File: src/cleb_pkg.sv
// Shared types and constants for the cursor line-edit buffer.
`default_nettype none
package cleb_pkg;

    // Command codes carried on the cmd field.
    localparam logic CMD_KEY   = 1'b0;
    localparam logic CMD_FLUSH = 1'b1;

    // Key bytes with an editing meaning; every other byte is inserted.
    localparam logic [7:0] KEY_BACK  = 8'd66;   // 'B'
    localparam logic [7:0] KEY_LEFT  = 8'd76;   // 'L'
    localparam logic [7:0] KEY_RIGHT = 8'd82;   // 'R'

    typedef enum logic [1:0] {
        ST_IDLE,
        ST_MOVE,
        ST_FLUSH
    } state_t;

endpackage
`default_nettype wire

File: src/cleb_ram.sv
// Generic single-clock RAM: one write port, one read port with registered data.
`default_nettype none
module cleb_ram #(
    parameter int WIDTH = 8,
    parameter int DEPTH = 64
) (
    input  wire logic                     clk,
    input  wire logic                     we,
    input  wire logic [$clog2(DEPTH)-1:0] waddr,
    input  wire logic [WIDTH-1:0]         wdata,
    input  wire logic                     re,
    input  wire logic [$clog2(DEPTH)-1:0] raddr,
    output logic      [WIDTH-1:0]         rdata
);

    logic [WIDTH-1:0] mem [DEPTH];

    always_ff @(posedge clk)
    begin
        if (we)
        begin
            mem[waddr] <= wdata;
        end
    end

    // Read data holds while re is low; same-address access returns old data.
    always_ff @(posedge clk)
    begin
        if (re)
        begin
            rdata <= mem[raddr];
        end
    end

endmodule
`default_nettype wire

File: src/cursor_line_edit_buffer_core.sv
// Cursor line-edit buffer: gap buffer over one synchronous RAM.
//
// A line of up to CAPACITY bytes is held as a gap buffer in a single RAM with
// a registered read port: text before the cursor at the low end, text after
// the cursor at the high end. Key beats (cmd = 0) produce no output beat.
// Insert writes at the cursor and backspace only lowers the count; left and
// right move one byte across the gap with a read followed by a write in
// ST_MOVE. Inserting into a full buffer drops the byte and sets a sticky
// overflow flag. A flush beat (cmd = 1) snapshots and clears the counts and
// flag, then walks the text through the RAM read port, one byte per cycle
// when out_ready stays high; an empty buffer gives a single beat with
// text_empty set. The final beat carries last_char, and every beat of a flush
// carries the overflow flag as it stood at the flush. The input side is ready
// only while no key move or flush walk is in progress; an output register
// decouples the walk from a stalled consumer, and key beats are taken while
// the last flush beat still waits there. RAM contents need no clearing: only
// entries holding text are ever read.
`default_nettype none
module cursor_line_edit_buffer_core #(
    parameter int CAPACITY = 64
) (
    input  wire logic       clk,
    input  wire logic       rst_n,
    input  wire logic       in_valid,
    output logic            in_ready,
    input  wire logic       cmd,
    input  wire logic [7:0] key,
    output logic            out_valid,
    input  wire logic       out_ready,
    output logic      [7:0] text_char,
    output logic            last_char,
    output logic            text_empty,
    output logic            overflowed
);
    import cleb_pkg::*;

    localparam int AW = $clog2(CAPACITY);
    localparam int CW = $clog2(CAPACITY + 1);
    localparam logic [CW-1:0] CAP_C = CW'(CAPACITY);
    localparam logic [CW-1:0] ONE_C = CW'(1);

    state_t        state_reg, state_next;
    logic [CW-1:0] before_reg, before_next;
    logic [CW-1:0] after_reg, after_next;
    logic          drop_reg, drop_next;

    // key move: pending write address and direction
    logic [AW-1:0] mv_waddr_reg, mv_waddr_next;
    logic          mv_left_reg, mv_left_next;

    // flush walk snapshot
    logic [CW-1:0] k_reg, k_next;
    logic [CW-1:0] walk_total_reg, walk_total_next;
    logic [CW-1:0] walk_before_reg, walk_before_next;
    logic          walk_drop_reg, walk_drop_next;
    logic          pend_reg, pend_next;         // RAM read data waits
    logic          pend_last_reg, pend_last_next;

    logic          out_valid_reg, out_valid_next;
    logic [7:0]    text_char_reg, text_char_next;
    logic          last_char_reg, last_char_next;
    logic          text_empty_reg, text_empty_next;
    logic          overflowed_reg, overflowed_next;

    logic          ram_we, ram_re;
    logic [AW-1:0] ram_waddr, ram_raddr;
    logic [7:0]    ram_wdata, ram_rdata;

    logic [CW-1:0] total;
    logic [CW-1:0] walk_idx;
    logic          in_fire, out_free, load_out, issue;

    cleb_ram #(
        .WIDTH(8),
        .DEPTH(CAPACITY)
    ) u_store (
        .clk  (clk),
        .we   (ram_we),
        .waddr(ram_waddr),
        .wdata(ram_wdata),
        .re   (ram_re),
        .raddr(ram_raddr),
        .rdata(ram_rdata)
    );

    assign total    = before_reg + after_reg;
    assign in_ready = (state_reg == ST_IDLE);
    assign in_fire  = in_valid && in_ready;
    assign out_free = !out_valid_reg || out_ready;
    assign load_out = pend_reg && out_free;
    assign issue    = (state_reg == ST_FLUSH) && (k_reg < walk_total_reg)
                      && (!pend_reg || load_out);
    // k-th text byte: before part from the bottom, after part from the top
    assign walk_idx = (k_reg < walk_before_reg) ? k_reg
                                                : (CAP_C - walk_total_reg + k_reg);

    always_ff @(posedge clk or negedge rst_n)
    begin
        if (!rst_n)
        begin
            state_reg     <= ST_IDLE;
            before_reg    <= '0;
            after_reg     <= '0;
            drop_reg      <= 1'b0;
            k_reg         <= '0;
            pend_reg      <= 1'b0;
            out_valid_reg <= 1'b0;
        end
        else
        begin
            state_reg     <= state_next;
            before_reg    <= before_next;
            after_reg     <= after_next;
            drop_reg      <= drop_next;
            k_reg         <= k_next;
            pend_reg      <= pend_next;
            out_valid_reg <= out_valid_next;
        end
    end

    always_ff @(posedge clk)
    begin
        mv_waddr_reg    <= mv_waddr_next;
        mv_left_reg     <= mv_left_next;
        walk_total_reg  <= walk_total_next;
        walk_before_reg <= walk_before_next;
        walk_drop_reg   <= walk_drop_next;
        pend_last_reg   <= pend_last_next;
        text_char_reg   <= text_char_next;
        last_char_reg   <= last_char_next;
        text_empty_reg  <= text_empty_next;
        overflowed_reg  <= overflowed_next;
    end

    always_comb
    begin
        state_next       = state_reg;
        before_next      = before_reg;
        after_next       = after_reg;
        drop_next        = drop_reg;
        mv_waddr_next    = mv_waddr_reg;
        mv_left_next     = mv_left_reg;
        k_next           = k_reg;
        walk_total_next  = walk_total_reg;
        walk_before_next = walk_before_reg;
        walk_drop_next   = walk_drop_reg;
        pend_next        = pend_reg;
        pend_last_next   = pend_last_reg;
        out_valid_next   = out_valid_reg;
        text_char_next   = text_char_reg;
        last_char_next   = last_char_reg;
        text_empty_next  = text_empty_reg;
        overflowed_next  = overflowed_reg;
        ram_we           = 1'b0;
        ram_waddr        = AW'(before_reg);
        ram_wdata        = key;
        ram_re           = 1'b0;
        ram_raddr        = AW'(walk_idx);

        // output register drains independently of the FSM
        if (out_valid_reg && out_ready)
        begin
            out_valid_next = 1'b0;
        end

        unique case (state_reg)
            ST_IDLE:
            begin
                if (in_fire)
                begin
                    if (cmd == CMD_FLUSH)
                    begin
                        walk_total_next  = total;
                        walk_before_next = before_reg;
                        walk_drop_next   = drop_reg;
                        k_next           = '0;
                        before_next      = '0;
                        after_next       = '0;
                        drop_next        = 1'b0;
                        state_next       = ST_FLUSH;
                    end
                    else
                    begin
                        case (key)
                            KEY_BACK:
                            begin
                                if (before_reg != '0)
                                begin
                                    before_next = before_reg - ONE_C;
                                end
                            end
                            KEY_LEFT:
                            begin
                                if (before_reg != '0)
                                begin
                                    ram_re        = 1'b1;
                                    ram_raddr     = AW'(before_reg - ONE_C);
                                    mv_waddr_next = AW'(CAP_C - after_reg - ONE_C);
                                    mv_left_next  = 1'b1;
                                    state_next    = ST_MOVE;
                                end
                            end
                            KEY_RIGHT:
                            begin
                                if (after_reg != '0)
                                begin
                                    ram_re        = 1'b1;
                                    ram_raddr     = AW'(CAP_C - after_reg);
                                    mv_waddr_next = AW'(before_reg);
                                    mv_left_next  = 1'b0;
                                    state_next    = ST_MOVE;
                                end
                            end
                            default:
                            begin
                                if (total < CAP_C)
                                begin
                                    ram_we      = 1'b1;
                                    ram_waddr   = AW'(before_reg);
                                    ram_wdata   = key;
                                    before_next = before_reg + ONE_C;
                                end
                                else
                                begin
                                    drop_next = 1'b1;
                                end
                            end
                        endcase
                    end
                end
            end

            ST_MOVE:
            begin
                // byte read last cycle lands on the far side of the gap
                ram_we    = 1'b1;
                ram_waddr = mv_waddr_reg;
                ram_wdata = ram_rdata;
                if (mv_left_reg)
                begin
                    before_next = before_reg - ONE_C;
                    after_next  = after_reg + ONE_C;
                end
                else
                begin
                    before_next = before_reg + ONE_C;
                    after_next  = after_reg - ONE_C;
                end
                state_next = ST_IDLE;
            end

            ST_FLUSH:
            begin
                if (walk_total_reg == '0)
                begin
                    if (out_free)
                    begin
                        out_valid_next  = 1'b1;
                        text_char_next  = 8'd0;
                        last_char_next  = 1'b1;
                        text_empty_next = 1'b1;
                        overflowed_next = walk_drop_reg;
                        state_next      = ST_IDLE;
                    end
                end
                else
                begin
                    if (load_out)
                    begin
                        out_valid_next  = 1'b1;
                        text_char_next  = ram_rdata;
                        last_char_next  = pend_last_reg;
                        text_empty_next = 1'b0;
                        overflowed_next = walk_drop_reg;
                    end
                    if (issue)
                    begin
                        ram_re         = 1'b1;
                        ram_raddr      = AW'(walk_idx);
                        pend_next      = 1'b1;
                        pend_last_next = ((k_reg + ONE_C) == walk_total_reg);
                        k_next         = k_reg + ONE_C;
                    end
                    else
                    begin
                        if (load_out)
                        begin
                            pend_next = 1'b0;
                        end
                        if ((k_reg == walk_total_reg) && (!pend_reg || load_out))
                        begin
                            state_next = ST_IDLE;
                        end
                    end
                end
            end

            default:
            begin
                state_next = ST_IDLE;
            end
        endcase
    end

    assign out_valid  = out_valid_reg;
    assign text_char  = text_char_reg;
    assign last_char  = last_char_reg;
    assign text_empty = text_empty_reg;
    assign overflowed = overflowed_reg;

    // Text never outgrows the store.
    a_fill_bound: assert property (@(posedge clk) disable iff (!rst_n)
        ({1'b0, before_reg} + {1'b0, after_reg}) <= {1'b0, CAP_C})
        else $error("gap buffer counts exceed capacity");

    // The flush walk only reads; no write may disturb the text under it.
    a_no_write_in_walk: assert property (@(posedge clk) disable iff (!rst_n)
        (state_reg == ST_FLUSH) |-> !ram_we)
        else $error("store written during flush walk");

    // Pending read data exists only inside a flush walk.
    a_pend_in_walk: assert property (@(posedge clk) disable iff (!rst_n)
        pend_reg |-> (state_reg == ST_FLUSH))
        else $error("pending read data outside flush walk");

    // A walk read address stays inside the store.
    a_walk_range: assert property (@(posedge clk) disable iff (!rst_n)
        issue |-> (walk_idx < CAP_C))
        else $error("flush read address out of range");

endmodule
`default_nettype wire

File: config.mk
export PLATFORM = sky130hd
export DESIGN_NAME = cursor_line_edit_buffer_core
export DESIGN_NICKNAME = d
export VERILOG_FILES = /design/src/cleb_pkg.sv /design/src/cleb_ram.sv /design/src/cursor_line_edit_buffer_core.sv
export SDC_FILE = /design/constraint.sdc
export NUM_CORES = 1
export LEC_CHECK = 0
export BUFFER_PORTS_ARGS = -buffer_cell sky130_fd_sc_hd__buf_2
export CORE_AREA = 2 2 253 255
export CTS_CLUSTER_DIAMETER = 50
export DETAILED_ROUTE_END_ITERATION = 6
export DIE_AREA = 0 0 255 257
export HOLD_SLACK_MARGIN = 0.06
export PLACE_DENSITY_LB_ADDON = 0.25
export SYNTH_ARGS = -nofsm -noshare
export SYNTH_HDL_FRONTEND = slang
export SYNTH_SLANG_ARGS = --single-unit
File: constraint.sdc
create_clock -name clk -period 5.02 [get_ports clk]
set_input_delay 0.251 -clock clk [delete_from_list [all_inputs] [get_ports clk]]
set_output_delay 0.251 -clock clk [all_outputs]
set_load 0.005 [all_outputs]
* Yosys cells after proc, flatten, opt, wreduce, memory -nomap -nowiden
Memory sizes are Yosys's and may differ from the RTL's. A register that Yosys moved wholly into a read port is not among the register bits.
Index checks and enable logic that the tools add are counted.
** Operators by class
- Add/sub/neg operators :: 10
- Magnitude comparators :: 3
- Equal/unequal tests :: 25
- Muxes and demuxes :: 74
- Bitwise gates (word level) :: 2
- Reductions and logical operators :: 31
** Operators with widths (number)
- two-way mux 7 bit :: 10
- one-hot mux 7 bit (2 select lines) :: 4
- two-way mux 6 bit :: 9
- two-way mux 8 bit :: 4
- two-way mux 1 bit :: 31
- equality test 8 x 7 -> 1 bit, second input constant :: 3
- one-hot mux 6 bit (2 select lines) :: 2
- adder 7 x 1 -> 7 bit, second input constant :: 3
- two-way mux 2 bit :: 8
- AND reduction 3 bit :: 5
- equality test 7 bit :: 2
- less-than comparator 7 bit :: 2
- nonzero test 7 bit :: 2
- subtractor 7 x 1 -> 7 bit, second input constant :: 2
- inequality test 2 bit, second input constant :: 6
- inequality test 4 bit, second input constant :: 3
- subtractor 1 x 6 -> 6 bit, first input constant :: 2
- AND reduction 5 bit :: 2
- nonzero test 2 bit :: 5
- inequality test 4 x 1 -> 1 bit, second input constant :: 2
- one-hot mux 1 bit (2 select lines) :: 4
- one-hot mux 2 bit (2 select lines) :: 2
- adder 7 bit :: 1
- zero test 7 bit :: 1
- 19 further kinds :: 30
** Word-level totals
- Register bits after elaboration :: 60
- Bits in writable memories :: 512
- Bits of input ports :: 13
- Logic and storage cells :: 163
- Memories kept :: 1
** Memory list
- u_store.mem :: depth 64, bits a word 8, rd ports 1, clocked after memory_dff 1, wr ports 1, line cleb_ram.sv:16 : logic [WIDTH-1:0] mem [DEPTH];

* Longest topological paths before layout
- Depth in word-level cells :: 9
- Mapped depth :: 16
- Mapped depth without buffers :: 13

* By module
A second synthesis with hierarchy kept.
** Second synthesis, totals
- Cell total of the unflattened synthesis :: 1455
- Area, all modules :: 24672.4 um^2
** Modules (own cells, without submodules)
- cleb_ram :: times used 1, cells an instance 972, area an instance 20270.7 um^2, seq. area each 15615.0 um^2
- cursor_line_edit_buffer_core :: times used 1, cells an instance 483, area an instance 4401.7 um^2, seq. area each 1671.6 um^2

* Least setup slack after synthesis
Ideal clock, no wire load.
- Path type :: reg2reg
- Start point :: reg after_reg[0]
- End point :: reg u_store.rdata[1] (read register of u_store.mem), data pin
- Library setup time :: 0.271 ns
- Arrival :: 3.281 ns
- Data required time :: 4.749 ns
- Setup slack :: 1.468 ns
- Stages on the path, launching flop included :: 17
- Buffers on the path :: 4
- Clock period less this slack :: 3.552 ns
- Cells stage by stage :: dfrtp_1 > clkbuf_1 > inv_1 > ha_1 > or3b_1 > or4_4 > nor3b_2 > o21ai_1 > and2_1 > buf_2 > buf_6 > buf_2 > mux2i_1 > a32oi_1 > and3_1 > o31ai_1 > nand4_1
** On the way
- Word-level cells in the longest chain between the ends :: 6
- Elaborated cells between the ends (all ways) :: 12
- Classes of those cells :: add/sub (1); mux (10); reduce/logical (1)
** RTL lines
- from (decl) :: line cursor_line_edit_buffer_core.sv:44 : logic [CW-1:0] after_reg, after_next;
- from (signal assigned) :: line cursor_line_edit_buffer_core.sv:113 : after_reg <= after_next;
- subtractor 1 x 6 -> 6 bit / nonzero test 7 bit (equally long branches) :: line cursor_line_edit_buffer_core.sv:208, cursor_line_edit_buffer_core.sv:205
- two-way mux 6 bit / two-way mux 1 bit (equally long branches) :: line cursor_line_edit_buffer_core.sv:205 : if (after_reg != '0)
- one-hot mux 6 bit (2 select lines) / one-hot mux 1 bit (2 select lines) (equally long branches) :: line cursor_line_edit_buffer_core.sv:184 : case (key)
- two-way mux 6 bit / two-way mux 1 bit (equally long branches) :: line cursor_line_edit_buffer_core.sv:171 : if (cmd == CMD_FLUSH)
- two-way mux 6 bit / two-way mux 1 bit (equally long branches) :: line cursor_line_edit_buffer_core.sv:169 : if (in_fire)
- two-way mux 6 bit / one-hot mux 1 bit (2 select lines) (equally long branches)
- to (decl) :: line cleb_ram.sv:13 : output logic [WIDTH-1:0] rdata
Several ways; a longest one is shown, not always the timed one.
A chain may end at the register's enable or synchronous reset.

* Worst setup path in the final report
- Start point :: reg after_reg[0]
- End point :: reg u_store.rdata[3] (read register of u_store.mem), data pin
Same word-level chain as after synthesis.

==> key figures <==
Outcome
  • Status: complete, but fails checks
  • Failing checks: design-rule violations

Cells and area
  • Layout cells sized above 1: 14.4%
  • Syn-to-layout area delta: 16.8%
  • # fillers: 5559
  • Final net count: 2018
  • Largest register FFs: 512
  • Number of diodes: 0

Synthesis
  • Fraction of registers with async set/reset: 4.48%
  • Post-synth EDFFs: 554
  • Cells after synthesis: 1838
  • Synthesized area: 0.0248 sq mm
  • Seq cells post-synth: 580
  • Syn Area/Cell: 13.5 sq um
  • Sequential area share after synthesis: 69.6%
  • Syn_nets: 1883
  • Dominant synthesized flop cell: edfxtp_1
  • Synth Warn #: 0
  • Cell variety after synth: 70

Critical path
  • Max FO, Critical Path: 10
  • CP max stage cell: o31ai_1
  • Crit. End Element: flip-flop
  • RR Startpoint: after_reg[0]
  • Startpoint types: flip-flop
  • Worst EP arrival: 4.92 ns
  • CP Class: flip-flop to flip-flop
  • Req. time, crit path: 5.35 ns
  • FF-to-FF setup slack: 0.43 ns
  • Crit path cell chain: inv_1, ha_1, or3b_1, or4_4, o22ai_2, nand2b_4, inv_2, o22a_2, nor2_4, buf_4, a32oi_1, and3_1, o31ai_1, nand4_1
  • Reg2reg path depth: 14
  • Reg2Reg Capture Point: u_store.rdata[3]
  • CP peak stage delay: 0.55 ns

Hold path
  • Hold EP: state_reg[0]
  • HP Start: key[5]
  • Min-delay worst type: input pin to flip-flop
  • Hold depth: 4

Clocking
  • H-tree depth: 3
  • Post-cts resize count: 0
  • Clock Path Buffers: 3
  • Clock latency on the worst-skew pair: 0.61 ns
  • Total CTS buffers: 70
  • Clock sinks: 580
  • CTS root buf: clkbuf_16
  • Clk slew on worst S/H paths: 0.06 ns
  • CTS tree: yes

STA
  • Fin Hold WS: 0.113 ns
  • Final Hold Viols: 0
  • Worst setup margin: 0.429 ns
  • Skew final: 0.0273 ns
  • Slew margin rel.: 25.9%
  • Tcrit/Tclk final: 91.5%
  • Max frequency: 218 MHz
  • Worst slew pin tran: 1.11 ns
  • Max Slew Vio Count: 0
  • RSZ-0062 raised after global routing: no
  • # setup viols final: 0
  • Fin crit period: 4.59 ns
  • Setup TNS: 0 ns

Power and ir drop
  • Net Switching: 5750 uW
  • Power Dens Cells: 562 mW/mm^2
  • Clk pwr share: 30.8%
  • Peak supply drop: 266 uV
  • P_leak: 0.0104 uW
  • Sw Share: 35.3%
  • Int Power: 10600 uW
  • Combinational power share: 33.7%
  • Sequential share of power: 35.5%

Routing
  • DRC: 1
  • Via count: 15958
  • Post-Route WL: 66500 um
  • Routed wire length per instance: 23.2 um
  • Post-DR vias/cell: 5.56
  • Post-DRT Antenna Nets: 0
  • Initial DRC count: 1644
  • First-pass iteration count of the detailed router: 7
  • WL met1: 29300 um
  • Top routing layer in use: met4
  • Met3 wire length: 3910 um
  • Routed wl met2: 31600 um

Place
  • Post-DP HPWL: 42700 um
  • GP Congestion: 0.900
  • Port bufs: 25
  • Pre-CTS setup slack: 0.520 ns

Global routing
  • Vias in the first global route: 15804
  • Global-route wire length before repair: 101000 um
  • Largest net degree at the start of global routing: 65
  • Grt total ovfl: 0
  • Initial antenna violation count: 1
  • Tot GR Track Use: 20.5%

Die
  • Ports: 26
  • Starting Density: 39.6%
  • Die area: 0.0655 sq mm
  • Rows: 92
  • Core ar.: 0.0627 sq mm
  • Die H: 257 um
  • Die Width: 255 um

Run
  • Maxcap violations: 0
[cell families after synthesis]
family | after synthesis | share of synthesized area (%)
flops | 580 | 69.6
fa+ha+maj | 32 | 1.70
mux | 99 | 3.99
xor+xnor | 31 | 1.09
buf+inv | 137 | 2.59
compound gates | 318 | 9.53
simple gates | 641 | 11.5
[power by group through the flow]
stage / Combinational, uW / Clock [uW] / Sequential, uW
3_5_place_dp: 5480 / 0 / 5880
2_1_floorplan: 3480 / 0 / 5780
5_1_grt: 5920 / 5300 / 5800
4_1_cts: 5490 / 5110 / 5780
3_3_place_gp: 5400 / 0 / 5880
6_report: 5490 / 5030 / 5780
[cell type report]
cell class / instances / area (sq um) / area share (%)
multi-input cells: 1121 / 6970 / 24.0
clock inverters: 42 / 447 / 1.54
inverters: 38 / 143 / 0.492
flip-flops and latches: 580 / 17300 / 59.6
repair buffers: 162 / 1250 / 4.30
well taps: 846 / 1060 / 3.65
clock buffers: 82 / 1850 / 6.38
[timing repair]
action / 4_1_cts / 5_1_grt
setup buffers: 0 / 0
endpoints found under the hold margin: 29 / 0
hold buffers: 3 / 0
[routing by layer]
| metal | global-route usage, % | vias up |
|---|---|---|
| met1 | 28.5 | 8043 |
| met5 | 0 | - |
| met2 | 32.9 | 535 |
| met3 | 3.51 | 107 |
| met4 | 6.25 | 0 |
| li1 | - | 7273 |
[worst max path at each step]
stage / start / cells past startpoint / end
final: after_reg[0] / 14 / u_store.rdata[3]
after global routing: after_reg[0] / 14 / u_store.rdata[5]
after CTS: after_reg[0] / 15 / u_store.rdata[7]
after detailed placement: after_reg[0] / 15 / u_store.rdata[7]
after global placement: after_reg[0] / 15 / u_store.rdata[7]
after floorplan: after_reg[0] / 16 / u_store.rdata[1]
[stage by stage]
stage | cell area, sq um | total power [uW] | utilization (%) | instances
after floorplan | 24800 | 9250 | - | 1838
after global placement | 26700 | 11300 | 42.5 | 2744
after detailed placement | 26700 | 11400 | 42.5 | 2744
after CTS | 29000 | 16400 | 46.2 | 2871
after global routing | 29000 | 17000 | 46.2 | 2871
final | 29000 | 16300 | 46.2 | 2871
[critical path: cells and delay by family, from the launching register on]
kind / cells / cell delay [ns]
fa+ha+maj: 1 / 0.23
flops: 1 / 0.48
simple gates: 6 / 1.83
buf+inv: 3 / 0.60
compound gates: 4 / 1.17
[cell usage in the layout, fill, tap and decap left out, drive strengths merged, types with 6 or more instances in the layout]
cell type	count
a21oi	52
buf	159
inv	48
nor3	8
nor2	99
clkinv	24
nand2b	9
nand4	12
bufinv	7
or3	6
edfxtp	554
o31ai	44
a221oi	33
a21o	11
dfrtp	26
nand2	373
xnor2	20
xor2	11
and3	72
nor2b	8
a32oi	66
ha	29
o21a	6
o22ai	8
and2	12
mux2i	98
a311oi	32
clkbuf	82
o21ai	33
nand3	18
[cell usage after synthesis (all sizes together), types with 4 or more instances]
cell | number | share of area [%]
edfxtp | 554 | 67
nand2 | 373 | 5.6
nor2 | 99 | 1.6
mux2i | 98 | 3.9
and3 | 72 | 1.8
a32oi | 66 | 2.4
buf | 59 | 1.4
a21oi | 52 | 1.0
o31ai | 44 | 1.3
clkbuf | 40 | 0.60
inv | 37 | 0.56
a221oi | 33 | 1.2
o21ai | 33 | 0.66
a311oi | 32 | 1.1
ha | 29 | 1.5
dfrtp | 26 | 2.6
xnor2 | 20 | 0.71
nand3 | 18 | 0.36
and2 | 12 | 0.30
nand4 | 12 | 0.30
a21o | 11 | 0.33
xor2 | 11 | 0.39
nand2b | 9 | 0.26
nor2b | 8 | 0.20
nor3 | 8 | 0.16
o22ai | 8 | 0.23
o21a | 6 | 0.18
or3 | 6 | 0.15
nand3b | 5 | 0.15
nor4 | 5 | 0.13
o211ai | 5 | 0.15
a22o | 4 | 0.14
a31oi | 4 | 0.10
No activity file was read; power rests on OpenSTA's default activity.
